**src/tbs_pkg.sv**
```systemverilog
package tbs_pkg;

	// coordinate width used by the bounding box
	localparam int COORD_BITS  = 10;
	// fixed field widths
	localparam int POINT_BITS  = 10;
	localparam int CENTRE_BITS = 10;
	localparam int AREA_BITS   = 20;
	localparam int CMD_BITS    = 3;
	localparam int REG_BITS    = 20;
	localparam int WIDTH_BITS  = 11;
	localparam int COUNT_BITS  = 21;
	localparam int INDEX_BITS  = 3;

	// derived widths
	localparam int PROD_BITS  = 2 * COORD_BITS;
	localparam int AREA_CMP_BITS = (PROD_BITS > REG_BITS) ? PROD_BITS : REG_BITS;
	localparam int THIRD_BITS = WIDTH_BITS + 1;
	localparam int POS_CMP_BITS = (THIRD_BITS > COORD_BITS) ? THIRD_BITS : COORD_BITS;
	localparam int IN_DATA_BITS  = ((2 * POINT_BITS + 7) / 8) * 8;
	localparam int OUT_FIELD_BITS = CMD_BITS + AREA_BITS + CENTRE_BITS;
	localparam int OUT_DATA_BITS = ((OUT_FIELD_BITS + 7) / 8) * 8;
	localparam int OUT_PAD_BITS  = OUT_DATA_BITS - OUT_FIELD_BITS;

	// divide by three as a multiply by the reciprocal, exact below 2**16
	localparam int DIV3_SHIFT = 17;
	localparam logic [DIV3_SHIFT-1:0] DIV3_MUL = 17'd43691;

	// register reset values
	localparam logic [REG_BITS-1:0]   MIN_POINTS_RST  = 20'd1200;
	localparam logic [REG_BITS-1:0]   BACK_AREA_RST   = 20'd40000;
	localparam logic [REG_BITS-1:0]   STOP_AREA_RST   = 20'd28000;
	localparam logic [WIDTH_BITS-1:0] IMAGE_WIDTH_RST = 11'd320;

	typedef enum logic [INDEX_BITS-1:0] {
		REG_AUTO_ENABLE = 3'd0,
		REG_MIN_POINTS  = 3'd1,
		REG_BACK_AREA   = 3'd2,
		REG_STOP_AREA   = 3'd3,
		REG_IMAGE_WIDTH = 3'd4
	} reg_idx_t;

	typedef enum logic [CMD_BITS-1:0] {
		CMD_BACK    = 3'd0,
		CMD_STOP    = 3'd1,
		CMD_LEFT    = 3'd2,
		CMD_RIGHT   = 3'd3,
		CMD_FORWARD = 3'd4
	} cmd_t;

	// accepted input item
	typedef struct packed {
		logic [COORD_BITS-1:0] x;
		logic [COORD_BITS-1:0] y;
		logic                  has_point;
		logic                  eof;
	} in_item_t;

	// finished frame box
	typedef struct packed {
		logic [COORD_BITS-1:0] min_x;
		logic [COORD_BITS-1:0] max_x;
		logic [COORD_BITS-1:0] min_y;
		logic [COORD_BITS-1:0] max_y;
		logic                  hit;
	} box_t;

	// area and centre of a frame
	typedef struct packed {
		logic [PROD_BITS-1:0]  area;
		logic [COORD_BITS-1:0] centre;
		logic                  hit;
	} geom_t;

	// result item
	typedef struct packed {
		logic [CENTRE_BITS-1:0] centre_x;
		logic [AREA_BITS-1:0]   box_area;
		cmd_t                   command;
	} result_t;

	// floor(n / 3)
	function automatic logic [THIRD_BITS-1:0] div3(input logic [THIRD_BITS-1:0] n);
		logic [THIRD_BITS+DIV3_SHIFT-1:0] p;
		p = {{DIV3_SHIFT{1'b0}}, n} * {{THIRD_BITS{1'b0}}, DIV3_MUL};
		return p[THIRD_BITS+DIV3_SHIFT-1:DIV3_SHIFT];
	endfunction

endpackage

```
**src/target_bbox_steering.sv**
```systemverilog
// target_bbox_steering: bounding box and steering command per frame
// throughput: one item per cycle; the input stalls only while a frame-end item sits in
// the input register behind a full command pipeline
// path: a frame-end item passes the input register, box stage, area multiply and decision
// register before its command appears on m_tdata
// reset: arst_n clears box, point count, turn direction, pipeline valids, sets registers
module target_bbox_steering (
	input  logic                                 clk,
	input  logic                                 arst_n,
	// configuration
	input  logic                                 cfg_we,
	input  logic [tbs_pkg::INDEX_BITS-1:0]       cfg_index,
	input  logic [tbs_pkg::REG_BITS-1:0]         cfg_wdata,
	// pixel items
	input  logic                                 s_tvalid,
	output logic                                 s_tready,
	input  logic [tbs_pkg::IN_DATA_BITS-1:0]     s_tdata,  // point_x, point_y, zero pad
	input  logic                                 s_tuser,  // has_point
	input  logic                                 s_tlast,  // end_of_frame
	// command items
	output logic                                 m_tvalid,
	input  logic                                 m_tready,
	output logic [tbs_pkg::OUT_DATA_BITS-1:0]    m_tdata   // command, box_area, centre_x, zero pad
);
	import tbs_pkg::*;

	localparam logic [COORD_BITS-1:0] COORD_MAX = {COORD_BITS{1'b1}};
	localparam logic [COUNT_BITS-1:0] COUNT_MAX = {COUNT_BITS{1'b1}};
	localparam logic [AREA_BITS-1:0]  AREA_MAX  = {AREA_BITS{1'b1}};

	// configuration registers
	logic                  auto_enable_q;
	logic [REG_BITS-1:0]   min_points_q;
	logic [REG_BITS-1:0]   back_area_q;
	logic [REG_BITS-1:0]   stop_area_q;
	logic [WIDTH_BITS-1:0] image_width_q;
	logic [THIRD_BITS-1:0] third_q;
	logic [THIRD_BITS-1:0] two_third_q;

	// frame state
	logic [COORD_BITS-1:0] min_x_q, max_x_q, min_y_q, max_y_q;
	logic [COUNT_BITS-1:0] count_q;
	logic                  last_left_q;

	// pipeline
	logic     s1_v_q, s2_v_q, s3_v_q, out_v_q;
	in_item_t s1_q;
	box_t     s2_q;
	geom_t    s3_q;
	result_t  out_q;

	logic out_adv, s3_adv, s2_adv, s1_adv;

	// stage handshakes: a stage moves when empty or when its successor moves
	always_comb begin
		out_adv = !out_v_q || m_tready;
		s3_adv  = !s3_v_q || out_adv;
		s2_adv  = !s2_v_q || s3_adv;
		s1_adv  = !s1_v_q || !s1_q.eof || !auto_enable_q || s2_adv;
	end

	assign s_tready = s1_adv;
	assign m_tvalid = out_v_q;
	assign m_tdata  = {{OUT_PAD_BITS{1'b0}}, out_q};

	// register writes
	always_ff @(posedge clk or negedge arst_n) begin
		if (!arst_n) begin
			auto_enable_q <= 1'b0;
			min_points_q  <= MIN_POINTS_RST;
			back_area_q   <= BACK_AREA_RST;
			stop_area_q   <= STOP_AREA_RST;
			image_width_q <= IMAGE_WIDTH_RST;
		end else if (cfg_we) begin
			unique case (reg_idx_t'(cfg_index))
				REG_AUTO_ENABLE: auto_enable_q <= cfg_wdata[0];
				REG_MIN_POINTS:  min_points_q  <= cfg_wdata;
				REG_BACK_AREA:   back_area_q   <= cfg_wdata;
				REG_STOP_AREA:   stop_area_q   <= cfg_wdata;
				REG_IMAGE_WIDTH: image_width_q <= cfg_wdata[WIDTH_BITS-1:0];
				default: ;
			endcase
		end
	end

	// image thirds, registered from the width register
	always_ff @(posedge clk) begin
		third_q     <= div3({1'b0, image_width_q});
		two_third_q <= div3({image_width_q, 1'b0});
	end

	// input register
	always_ff @(posedge clk or negedge arst_n) begin
		if (!arst_n) begin
			s1_v_q <= 1'b0;
		end else if (s1_adv) begin
			s1_v_q <= s_tvalid;
		end
	end

	always_ff @(posedge clk) begin
		if (s1_adv) begin
			s1_q.x         <= COORD_BITS'(s_tdata[POINT_BITS-1:0]);
			s1_q.y         <= COORD_BITS'(s_tdata[2*POINT_BITS-1:POINT_BITS]);
			s1_q.has_point <= s_tuser;
			s1_q.eof       <= s_tlast;
		end
	end

	// box and count with the current pixel folded in
	logic [COORD_BITS-1:0] nmin_x, nmax_x, nmin_y, nmax_y;
	logic [COUNT_BITS-1:0] ncount;
	logic                  nhit;

	always_comb begin
		nmin_x = min_x_q;
		nmax_x = max_x_q;
		nmin_y = min_y_q;
		nmax_y = max_y_q;
		ncount = count_q;
		if (s1_q.has_point) begin
			if (s1_q.x < min_x_q) nmin_x = s1_q.x;
			if (s1_q.x > max_x_q) nmax_x = s1_q.x;
			if (s1_q.y < min_y_q) nmin_y = s1_q.y;
			if (s1_q.y > max_y_q) nmax_y = s1_q.y;
			if (count_q != COUNT_MAX) ncount = count_q + 1'b1;
		end
		nhit = ncount > {1'b0, min_points_q};
	end

	// frame state update, cleared on every frame end
	always_ff @(posedge clk or negedge arst_n) begin
		if (!arst_n) begin
			min_x_q <= COORD_MAX;
			max_x_q <= '0;
			min_y_q <= COORD_MAX;
			max_y_q <= '0;
			count_q <= '0;
		end else if (s1_v_q && s1_adv) begin
			if (s1_q.eof) begin
				min_x_q <= COORD_MAX;
				max_x_q <= '0;
				min_y_q <= COORD_MAX;
				max_y_q <= '0;
				count_q <= '0;
			end else begin
				min_x_q <= nmin_x;
				max_x_q <= nmax_x;
				min_y_q <= nmin_y;
				max_y_q <= nmax_y;
				count_q <= ncount;
			end
		end
	end

	// finished box, only when a command is due
	always_ff @(posedge clk or negedge arst_n) begin
		if (!arst_n) begin
			s2_v_q <= 1'b0;
		end else if (s2_adv) begin
			s2_v_q <= s1_v_q && s1_q.eof && auto_enable_q;
		end
	end

	always_ff @(posedge clk) begin
		if (s2_adv) begin
			s2_q.min_x <= nmin_x;
			s2_q.max_x <= nmax_x;
			s2_q.min_y <= nmin_y;
			s2_q.max_y <= nmax_y;
			s2_q.hit   <= nhit;
		end
	end

	// width times height and box centre
	logic [COORD_BITS-1:0] box_w, box_h;
	logic [COORD_BITS:0]   centre_sum;

	always_comb begin
		box_w      = s2_q.max_x - s2_q.min_x;
		box_h      = s2_q.max_y - s2_q.min_y;
		centre_sum = {1'b0, s2_q.min_x} + {1'b0, s2_q.max_x};
	end

	always_ff @(posedge clk or negedge arst_n) begin
		if (!arst_n) begin
			s3_v_q <= 1'b0;
		end else if (s3_adv) begin
			s3_v_q <= s2_v_q;
		end
	end

	always_ff @(posedge clk) begin
		if (s3_adv) begin
			s3_q.area   <= {{COORD_BITS{1'b0}}, box_w} * {{COORD_BITS{1'b0}}, box_h};
			s3_q.centre <= centre_sum[COORD_BITS:1];
			s3_q.hit    <= s2_q.hit;
		end
	end

	// steering decision
	logic [AREA_CMP_BITS-1:0] area_cmp;
	logic [POS_CMP_BITS-1:0]  centre_cmp;
	cmd_t                     cmd_d;
	logic                     left_d;

	always_comb begin
		area_cmp   = AREA_CMP_BITS'(s3_q.area);
		centre_cmp = POS_CMP_BITS'(s3_q.centre);
		left_d     = last_left_q;
		if (!s3_q.hit) begin
			cmd_d = last_left_q ? CMD_LEFT : CMD_RIGHT;
		end else if (area_cmp > AREA_CMP_BITS'(back_area_q)) begin
			cmd_d = CMD_BACK;
		end else if (area_cmp > AREA_CMP_BITS'(stop_area_q)) begin
			cmd_d = CMD_STOP;
		end else if (centre_cmp < POS_CMP_BITS'(third_q)) begin
			cmd_d  = CMD_LEFT;
			left_d = 1'b1;
		end else if (centre_cmp > POS_CMP_BITS'(two_third_q)) begin
			cmd_d  = CMD_RIGHT;
			left_d = 1'b0;
		end else begin
			cmd_d = CMD_FORWARD;
		end
	end

	// result register and turn memory
	always_ff @(posedge clk or negedge arst_n) begin
		if (!arst_n) begin
			out_v_q     <= 1'b0;
			last_left_q <= 1'b0;
		end else if (out_adv) begin
			out_v_q <= s3_v_q;
			if (s3_v_q) last_left_q <= left_d;
		end
	end

	always_ff @(posedge clk) begin
		if (out_adv) begin
			out_q.command <= cmd_d;
			if (!s3_q.hit) begin
				out_q.box_area <= '0;
				out_q.centre_x <= '0;
			end else begin
				out_q.box_area <= (area_cmp > AREA_CMP_BITS'(AREA_MAX)) ? AREA_MAX
					: AREA_BITS'(s3_q.area);
				out_q.centre_x <= CENTRE_BITS'(s3_q.centre);
			end
		end
	end

endmodule
```
**config.mk**
```make
export PLATFORM = sky130hd
export DESIGN_NAME = target_bbox_steering
export DESIGN_NICKNAME = d
export VERILOG_FILES = /design/src/tbs_pkg.sv /design/src/target_bbox_steering.sv
export SDC_FILE = /design/constraint.sdc
export NUM_CORES = 1
export LEC_CHECK = 0
export BUFFER_PORTS_ARGS = -buffer_cell sky130_fd_sc_hd__buf_2
export CORE_MARGIN = 1
export CORE_UTILIZATION = 35
export CTS_CLUSTER_SIZE = 8
export DETAILED_ROUTE_END_ITERATION = 10
export PLACE_DENSITY_LB_ADDON = 0.1
export REMOVE_ABC_BUFFERS = 1
export SLEW_MARGIN = 0
export SYNTH_ARGS = -nofsm -noshare
export SYNTH_HDL_FRONTEND = slang
export SYNTH_SLANG_ARGS = --single-unit
```
**constraint.sdc**
```tcl
create_clock -name clk -period 17.4 [get_ports clk]
set_input_delay 1.74 -clock clk [delete_from_list [all_inputs] [get_ports clk]]
set_output_delay 1.74 -clock clk [all_outputs]
set_load 0.05 [all_outputs]
```
# After elaboration in Yosys (flattened, before gate mapping)
# Cells that the tools add are included.
# op_classes
n_eq_ne	5
add_sub_neg	4
n_reduce_logical	23
n_lt_le_gt_ge	10
multipliers	3
mux	24
bitwise_logic	2
# ops
op	n
$mux W10	12
$mux W21	3
$mul A11 B16 Y27 const B	2
$gt A20 B20 Y1	2
$lt A10 B10 Y1	3
$add A21 B1 Y21 const B	1
$gt A21 B20 Y1	1
$ne A21 B21 Y1 const B	1
$gt A10 B10 Y1	2
$gt A20 B20 Y1 const B	1
$mul A10 B10 Y20	1
$mux W20	1
$sub A10 B10 Y10	2
$mux W3	5
$add A10 B10 Y11	1
$gt A10 B11 Y1	1
$reduce_and A2 Y1	5
$eq A3 B2 Y1 const B	2
$logic_not A1 Y1	6
$logic_or A1 B1 Y1	6
$reduce_and A6 Y1	1
$eq A3 B1 Y1 const B	1
$eq A3 B3 Y1 const B	1
$logic_and A1 B1 Y1	3
4 further kinds	7
# totals
output_inout_bits	42
regBits	286
inputBits	54

# Logic depth before layout (Yosys ltp)
# Gate-level depths: netlist of the first run.
# depth
word_depth	6
depth_mapped	28

# Worst setup path after synthesis of the first run
# Ideal clock, no wire load.
# synth_path
path_kind	reg-to-reg
startpoint	reg s2_q[1] (netlist bit)
endpoint	reg s3_q (netlist bit area_cmp[19]), data pin
t_arrival_ns	6.385
path_slack_ns	10.756
n_path_buf	0
setup_ns	0.259
period_less_slack_ns	6.644
stages_incl_launch_ff	26
path_cell_list	edfxtp_1 > inv_1 > ha_1 > inv_1 > fa_1 > a21o_1 > a21oi_1 > o21bai_1 > a21oi_1 > o21ai_0 > xnor2_2 > or2_2 > fa_1 > fa_1 > inv_1 > fa_1 > fa_1 > fa_1 > ha_1 > a21oi_1 > o21ai_0 > or4_1 > o21ai_1 > o31ai_1 > a21oi_1 > xnor2_1
# synth_between
elab_chain_len	2
# synth_rtl
item	line_no	source
start, declared	target_bbox_steering.sv:48	box_t s2_q;
$sub A10 B10 Y10	target_bbox_steering.sv:181	box_h = s2_q.max_y - s2_q.min_y;
$mul A10 B10 Y20	target_bbox_steering.sv:195	s3_q.area <= {{COORD_BITS{1'b0}}, box_w} * {{COORD_BITS{1'b0}}, box_h};
end, declared	target_bbox_steering.sv:49	geom_t s3_q;
# Every way passes these cells.
# A chain may end at the register's enable or synchronous reset.

# Worst setup path after layout of the first run
# Ends and elaborated chain as after synthesis.

==> out/qor.txt, run 1 <==
==================================================================================================
Launching point of the worst reg2reg path                                                  s2_q[1]
Number of hold buffers added after CTS                                                           0
Post-synth EDFFs                                                                               127
Post-synthesis area per instance                                                        10.35 um^2
Post-synthesis instance area                                                            20330 um^2
Via total after detailed routing                                                             14000
Met2 routing resource usage after global routing                                            27.88%
Slew headroom                                                                               24.75%
Placer's final routability congestion estimate                                              0.8202
Initial cell density of the core                                                            35.72%
Half-perimeter wire length of the detailed placement result                               37500 um
Worst Tran Pin Value                                                                      1.126 ns
Main flop type after synthesis                                                        sky130_fd_sc_hd__edfxtp_1
Share of the core filled with cells                                                         40.10%
Area enclosed by the die boundary                                                       59070 um^2
Overall routed net length                                                                 47870 um
TritonCTS sink count                                                                           276
Global-route wire length before repair                                                    78490 um
Max Cap Viol                                                                                     0
CORE AREA                                                                               56930 um^2
Number of routed nets with antenna violations                                                    0
Worst hold path cell count                                                                       0
Maximum clock frequency                                                                 0.1343 GHz
Number of I/O pins                                                                              96
Remaining Overflow, GRT                                                                          0
Worst Hold Path EP                                                                         s3_q[0]
Class of the most critical setup path                                                   reg -> reg
Synth Register Bits                                                                            276
Die H                                                                                     243.0 um
Number of cells upsized or downsized after cts                                                   0
Post-DR wirelength/cell                                                                   16.84 um
Setup violators final                                                                            0
Initial antenna violation count                                                                  0
Final critical-path required period                                                       7.446 ns
Met1 Use GR                                                                                 22.70%
Library cell occupying the most area in the post-synthesis netlist                    sky130_fd_sc_hd__edfxtp_1
Status                                                                                finished clean
CP max FO                                                                                       10
Depth of the worst register-to-register path                                                    25
Layout Area Growth over Synthesis                                                           12.28%
Overall routing resource usage                                                              16.74%
Global routing usage on met3                                                                2.532%
Async S/R FF share, synth                                                                   50.00%
Vias per Instance                                                                            4.925
Number of synthesis warnings                                                                     0
Post-Synthesis Cells                                                                          1964
Detailed Routing Iterations Pass 1                                                               4
Worst clock skew                                                                        0.02151 ns
Quantity of I/O buffers inserted on ports                                                       84
CTS Buffer Depth                                                                                 3
Most heavily used metal layer in global routing                                               met2
Clock Tree Root                                                                       sky130_fd_sc_hd__clkbuf_16
Top-area cell type share of the netlist area                                                18.75%
Number of fill cells in the layout                                                            5556
Share of synthesized area occupied by flip-flops and latches                                37.05%
Hold Startpoint                                                                            s2_q[0]
Kind of start point of the critical path                                                      flop
Unrepaired setup endpoints after global routing                                                 no
Hold/Removal Path Class                                                                 reg -> reg
Startpoint of the worst setup timing path                                                  s2_q[1]
Required time at the endpoint of the critical path                                        17.69 ns
Number of global-route vias before repair                                                    14460
Synth unique cells                                                                              87
Number of antenna diodes                                                                         0
Worst setup EP type                                                                           flop
DRC viols                                                                                        0
Pin count of the biggest net entering global routing                                            79
Count of routing violations after the opening detailed-route iteration                         767
Width of the die                                                                          243.0 um
CTS Buf Count                                                                                   41
TritonCTS clock tree                                                                         built
Flop2flop setup slack                                                                      9.95 ns
Share of final-layout standard cells stronger than drive strength 1                         12.12%
Final TNS setup                                                                               0 ns
Final Hold Viols                                                                                 0
Portion of the clock cycle consumed by the worst path in the final layout                   42.79%
Clock transition time at the flip-flop clock pins of the worst setup and hold paths        0.05 ns
Endpoint of the worst register-to-register path                                       area_cmp[19]
Net count of the finished layout                                                              2489
Arr. time, crit path                                                                       7.73 ns
Standard-cell row count                                                                         87
Leading cell types by total area after synthesis                                      sky130_fd_sc_hd__edfxtp_1, sky130_fd_sc_hd__ha_1, sky130_fd_sc_hd__dfrtp_1
Pins Over Slew Limit                                                                             0
Insertion delay of the later-clocked pin in the worst-skew pair                            0.55 ns
CTS H-tree depth                                                                                 2
Post-CTS Setup Bufs                                                                              0
==================================================================================================
## routing by layer
layer / share of wire, % / up-vias
met5: 0 / -
met4: 1.7 / 0
met3: 3.6 / 45
met2: 47 / 211
met1: 48 / 6771
li1: - / 6974
## cells in the mapped netlist (38+ instances only)
cell and n:
sky130_fd_sc_hd__ha_1 273, sky130_fd_sc_hd__edfxtp_1 127, sky130_fd_sc_hd__o21ai_0 127, sky130_fd_sc_hd__and2_1 38, sky130_fd_sc_hd__nand2_1 154, sky130_fd_sc_hd__mux2_2 39, sky130_fd_sc_hd__dfstp_2 38, sky130_fd_sc_hd__a21oi_1 85
sky130_fd_sc_hd__inv_1 275, sky130_fd_sc_hd__dfrtp_1 100, sky130_fd_sc_hd__fa_1 105, sky130_fd_sc_hd__clkbuf_1 43, sky130_fd_sc_hd__xnor2_1 45, sky130_fd_sc_hd__nor2_1 102
## registers in the layout (all words and copies together), names as in the netlist, 10 cells and up
register and cells:
area_cmp 20, back_area_q 20, centre_cmp 10, count_q 21, image_width_q 11, m_tdata 33
max_x_q 10, max_y_q 10, min_points_q 20, min_x_q 10, min_y_q 10, s1_q 22
s2_q 41, stop_area_q 20, two_third_q 11
## critical path, cell delays in order, from the launching register on
cell and delay, ns:
sky130_fd_sc_hd__edfxtp_1 0.36, sky130_fd_sc_hd__inv_1 0.07, sky130_fd_sc_hd__ha_1 0.16, sky130_fd_sc_hd__inv_1 0.05
sky130_fd_sc_hd__fa_1 0.41, sky130_fd_sc_hd__a21o_1 0.20, sky130_fd_sc_hd__a21oi_1 0.25, sky130_fd_sc_hd__o21bai_1 0.09
sky130_fd_sc_hd__a21oi_1 0.22, sky130_fd_sc_hd__xor2_1 0.71, sky130_fd_sc_hd__nor2_1 0.16, sky130_fd_sc_hd__fa_1 0.57
sky130_fd_sc_hd__inv_1 0.05, sky130_fd_sc_hd__fa_1 0.48, sky130_fd_sc_hd__inv_1 0.06, sky130_fd_sc_hd__fa_1 0.50
sky130_fd_sc_hd__fa_1 0.53, sky130_fd_sc_hd__fa_1 0.44, sky130_fd_sc_hd__ha_1 0.34, sky130_fd_sc_hd__a21oi_1 0.26
sky130_fd_sc_hd__o21ai_0 0.18, sky130_fd_sc_hd__or4_1 0.42, sky130_fd_sc_hd__o21ai_1 0.30, sky130_fd_sc_hd__o31ai_1 0.13
sky130_fd_sc_hd__a21oi_1 0.18, sky130_fd_sc_hd__xnor2_1 0.10
## cell type report
type                            instances  area, um^2  area share (%)
Sequential cell                       276        7535           33.00
Clock buffer                           70        1165           5.102
Timing Repair Buffer                  102       561.8           2.461
Tap cell                              756       945.9           4.143
Clock inverter                          3       47.55          0.2082
Multi-Input combinational cell       1361       11540           50.56
Inverter                              275        1032           4.521
## metrics by stage
step	area (um^2)	hold slack, ns	std cells	setup WS [ns]
6_report	22830	0.4170	2843	9.954
5_1_grt	22830	0.4276	2843	9.480
4_1_cts	22830	0.4175	2843	9.937
3_5_place_dp	21620	0.4105	2770	9.968
3_3_place_gp	21620	0.4104	2770	9.985
2_1_floorplan	20100	0.4003	1912	10.76
## cells by family (layout without fill, tap and decap cells)
logic type	Yosys count	count (layout)	share of synthesized area, %
flip-flops	276	276	37.05
AO/OA/AOI/OAI	394	394	12.55
buffers and inverters	333	450	6.350
AND/OR/NAND/NOR	466	466	11.30
adder cells (fa/ha/maj)	378	378	27.14
XOR/XNOR	64	64	2.794
multiplexers	52	52	2.800
other	1	7	0.01844
## placed cells by master (no fill, tap or decap), types with 7 or more instances in the layout
master	count
sky130_fd_sc_hd__dfrtp_1	100
sky130_fd_sc_hd__clkbuf_1	26
sky130_fd_sc_hd__inv_1	275
sky130_fd_sc_hd__nand2b_1	27
sky130_fd_sc_hd__a31oi_1	9
sky130_fd_sc_hd__fa_1	105
sky130_fd_sc_hd__a22o_1	12
sky130_fd_sc_hd__conb_1	7
sky130_fd_sc_hd__nand2_1	154
sky130_fd_sc_hd__o21ai_1	14
sky130_fd_sc_hd__nand4_1	22
sky130_fd_sc_hd__o21bai_1	9
sky130_fd_sc_hd__nor2_1	100
sky130_fd_sc_hd__or2_2	7
sky130_fd_sc_hd__buf_2	83
sky130_fd_sc_hd__and2_1	38
sky130_fd_sc_hd__nor3_1	10
sky130_fd_sc_hd__edfxtp_1	127
sky130_fd_sc_hd__xor2_1	18
sky130_fd_sc_hd__o22a_1	20
sky130_fd_sc_hd__ha_1	273
sky130_fd_sc_hd__o21a_1	15
sky130_fd_sc_hd__nand3_1	32
sky130_fd_sc_hd__dfstp_2	38
sky130_fd_sc_hd__o21ai_0	127
sky130_fd_sc_hd__and3_1	13
sky130_fd_sc_hd__a21o_1	31
sky130_fd_sc_hd__xnor2_1	45
sky130_fd_sc_hd__mux2i_1	13
sky130_fd_sc_hd__nor2b_1	20
sky130_fd_sc_hd__clkbuf_16	41
sky130_fd_sc_hd__dfxtp_1	11
sky130_fd_sc_hd__a32o_1	10
sky130_fd_sc_hd__a21oi_1	85
sky130_fd_sc_hd__buf_4	18
sky130_fd_sc_hd__mux2_2	39
## worst max path at each step
| stage | endpoint | slack (ns) | cells after the start |
|---|---|---|---|
| floorplan | area_cmp[19] | 10.76 | 25 |
| global placement | area_cmp[19] | 9.99 | 25 |
| detailed placement | area_cmp[19] | 9.97 | 25 |
| CTS | area_cmp[19] | 9.94 | 25 |
| global route | area_cmp[19] | 9.48 | 25 |
| finish | area_cmp[19] | 9.95 | 25 |
Power of run 1 is left out: the tool's default activity adds up to more than one toggle a clock period on the data nets, which glitch-free logic cannot reach.
==> run 2: changes to the inputs <==
- clock period: 17.4 -> 7.8 ns (I/O delays scaled with it)
==> run 2 against run 1 <==
  * Utilization increased by 0.099 points
  * Sequential cell count unchanged
  * Clock-buffer cell count increased by 1
  * Die area unchanged
  * First-iteration DRC count decreased by 6.0%
  * Critical path depth unchanged
  * Register-to-register slack got worse by 9.3 ns
  * Sequential share of layout area decreased by 0.081 points
  * Routed wire length increased by 0.26%
  * Via count decreased by 0.59%
==> out/qor.txt, run 2 (synthesis results as in run 1) <==
==================================================================================================
Status                                                                                finished clean
Maximum clock frequency                                                                 0.1401 GHz   +4.3%
Kind of cell adding the most delay to the critical path                                adder cells
Post-CTS Setup Bufs                                                                              0   unchanged
Class of the most critical setup path                                                   reg -> reg
Final TNS setup                                                                               0 ns   unchanged
Worst setup EP type                                                                           flop
Unrepaired setup endpoints after global routing                                                 no
Detailed Routing Iterations Pass 1                                                               4   unchanged
Standard-cell row count                                                                         87   unchanged
Number of cells upsized or downsized after cts                                                   0   unchanged
Most used cells in the layout excluding fill and tap cells                            sky130_fd_sc_hd__inv_1, sky130_fd_sc_hd__ha_1, sky130_fd_sc_hd__nand2_1
Via total after detailed routing                                                             13920   -0.59%
Pre-CTS worst setup slack                                                                0.6636 ns   -9.305 ns
Share of the core filled with cells                                                         40.20%   +0.099 points
Width of the die                                                                          243.0 um   unchanged
Worst clock skew                                                                        0.02736 ns   +0.005846 ns
Most common library cell in the layout ignoring fill and taps                         sky130_fd_sc_hd__inv_1
Quantity of I/O buffers inserted on ports                                                       84   unchanged
Layout Area Growth over Synthesis                                                           12.56%
CP max FO                                                                                        4   -6
Clock Tree Root                                                                       sky130_fd_sc_hd__clkbuf_16
Insertion delay of the later-clocked pin in the worst-skew pair                            0.54 ns   about the same
Final critical-path required period                                                       7.140 ns   -0.3059 ns
Number of fill cells in the layout                                                            5620   +1.2%
Overall routing resource usage                                                              16.63%   -0.10 points
Number of routed nets with antenna violations                                                    0   unchanged
Placer's final routability congestion estimate                                              0.8242   +0.49%
Portion of the clock cycle consumed by the worst path in the final layout                   91.54%   +49 points
Number of antenna diodes                                                                         0   unchanged
Final Hold Viols                                                                                 0   unchanged
Clock transition time at the flip-flop clock pins of the worst setup and hold paths        0.06 ns   about the same
Pins Over Slew Limit                                                                             0   unchanged
Slew headroom                                                                               23.70%   -1.1 points
Max Cap Viol                                                                                     0   unchanged
Number of hold buffers added after CTS                                                           0   unchanged
Post-DR wirelength/cell                                                                   16.83 um   about the same
CTS H-tree depth                                                                                 2   unchanged
Half-perimeter wire length of the detailed placement result                               37920 um   +1.1%
Vias per Instance                                                                            4.882   -0.86%
Initial antenna violation count                                                                  0   unchanged
Number of I/O pins                                                                              96   unchanged
Global-route wire length before repair                                                    77910 um   -0.74%
Remaining Overflow, GRT                                                                          0   unchanged
TritonCTS clock tree                                                                         built
Worst Tran Pin Value                                                                      1.141 ns   +0.01573 ns
Die H                                                                                     243.0 um   unchanged
CTS Buf Count                                                                                   41   unchanged
Area enclosed by the die boundary                                                       59070 um^2   unchanged
Setup violators final                                                                            0   unchanged
Pin count of the biggest net entering global routing                                            83   +5.1%
TritonCTS sink count                                                                           276   unchanged
Required time at the endpoint of the critical path                                         8.11 ns   -9.58 ns
Initial cell density of the core                                                            35.72%   unchanged
Overall routed net length                                                                 47990 um   +0.26%
CTS Buffer Depth                                                                                 3   unchanged
Kind of start point of the critical path                                                      flop
WP buf/inv                                                                                       3   -1
Slowest-stage cell, CP                                                                sky130_fd_sc_hd__fa_1
Number of global-route vias before repair                                                    14420   -0.25%
Number of flip-flops in the largest register                                                    41   unchanged
Most flops, register                                                                          s2_q
DRC viols                                                                                        0   unchanged
Worst Slack Setup Final                                                                  0.6602 ns   -9.294 ns
Count of routing violations after the opening detailed-route iteration                         721   -6.0%
Share of final-layout standard cells stronger than drive strength 1                         12.41%   +0.29 points
Largest stage delay on the critical path                                                   0.55 ns   -0.16 ns
Hold/Removal Path Class                                                                in -> async
Most repeated library cell on the critical path                                       sky130_fd_sc_hd__fa_1
Worst hold margin                                                                        0.2941 ns   -0.1229 ns
Arr. time, crit path                                                                       7.45 ns   -0.28 ns
Net count of the finished layout                                                              2496   +0.28%
CORE AREA                                                                               56930 um^2   unchanged
==================================================================================================
==> run 2: worst reg2reg max path, stage by stage (launching register included) <==
cell and delay, ns:
sky130_fd_sc_hd__edfxtp_1 0.36, sky130_fd_sc_hd__inv_1 0.07, sky130_fd_sc_hd__ha_1 0.16, sky130_fd_sc_hd__inv_1 0.06
sky130_fd_sc_hd__fa_1 0.40, sky130_fd_sc_hd__a21o_1 0.18, sky130_fd_sc_hd__a21oi_1 0.23, sky130_fd_sc_hd__o21bai_1 0.10
sky130_fd_sc_hd__a21oi_1 0.22, sky130_fd_sc_hd__o21ai_0 0.19, sky130_fd_sc_hd__xnor2_2 0.17, sky130_fd_sc_hd__or2_2 0.29
sky130_fd_sc_hd__fa_1 0.51, sky130_fd_sc_hd__fa_1 0.55, sky130_fd_sc_hd__inv_1 0.06, sky130_fd_sc_hd__fa_1 0.50
sky130_fd_sc_hd__fa_1 0.54, sky130_fd_sc_hd__fa_1 0.44, sky130_fd_sc_hd__ha_1 0.34, sky130_fd_sc_hd__a21oi_1 0.24
sky130_fd_sc_hd__o21ai_0 0.17, sky130_fd_sc_hd__or4_1 0.42, sky130_fd_sc_hd__o21ai_1 0.30, sky130_fd_sc_hd__o31ai_1 0.13
sky130_fd_sc_hd__a21oi_1 0.18, sky130_fd_sc_hd__xnor2_1 0.10
==> run 2: final timing paths <==
kind	endpoint	start	slack [ns]	cells past startpoint
setup / recovery	area_cmp[19]	s2_q[1]	0.66	25
hold / removal	count_q[11]	arst_n	0.29	1
setup reg to reg	area_cmp[19]	s2_q[1]	0.66	25
hold reg to reg	s3_q[0]	s2_q[0]	0.42	0
max in group asynchronous	back_area_q[16]	arst_n	6.24	2
min in group clk	s1_q[13]	s_tdata[1]	0.41	1
==> run 2: final cells by class <==
type,instances,area (um^2),area share (%)
multi-input combinational,1361,11540,50.44
sequential,276,7535,32.92
clock buffer,71,1169,5.106
inverter,275,1032,4.510
tap,756,945.9,4.133
timing repair buffer,109,614.3,2.684
clock inverter,3,47.55,0.2077
==> run 2: metal layers <==
layer	GRT usage, %	wire length (um)
met1	22.42	22890
met2	27.76	22280
met3	2.245	1652
met4	4.772	1162
met5	0	0
==> run 2: metrics by stage <==
stage | instances | area (um^2)
floorplan | 1912 | 20100
global placement | 2777 | 21670
detailed placement | 2777 | 21670
CTS | 2851 | 22890
global route | 2851 | 22890
finish | 2851 | 22890
Power of run 2 is left out for the same reason.
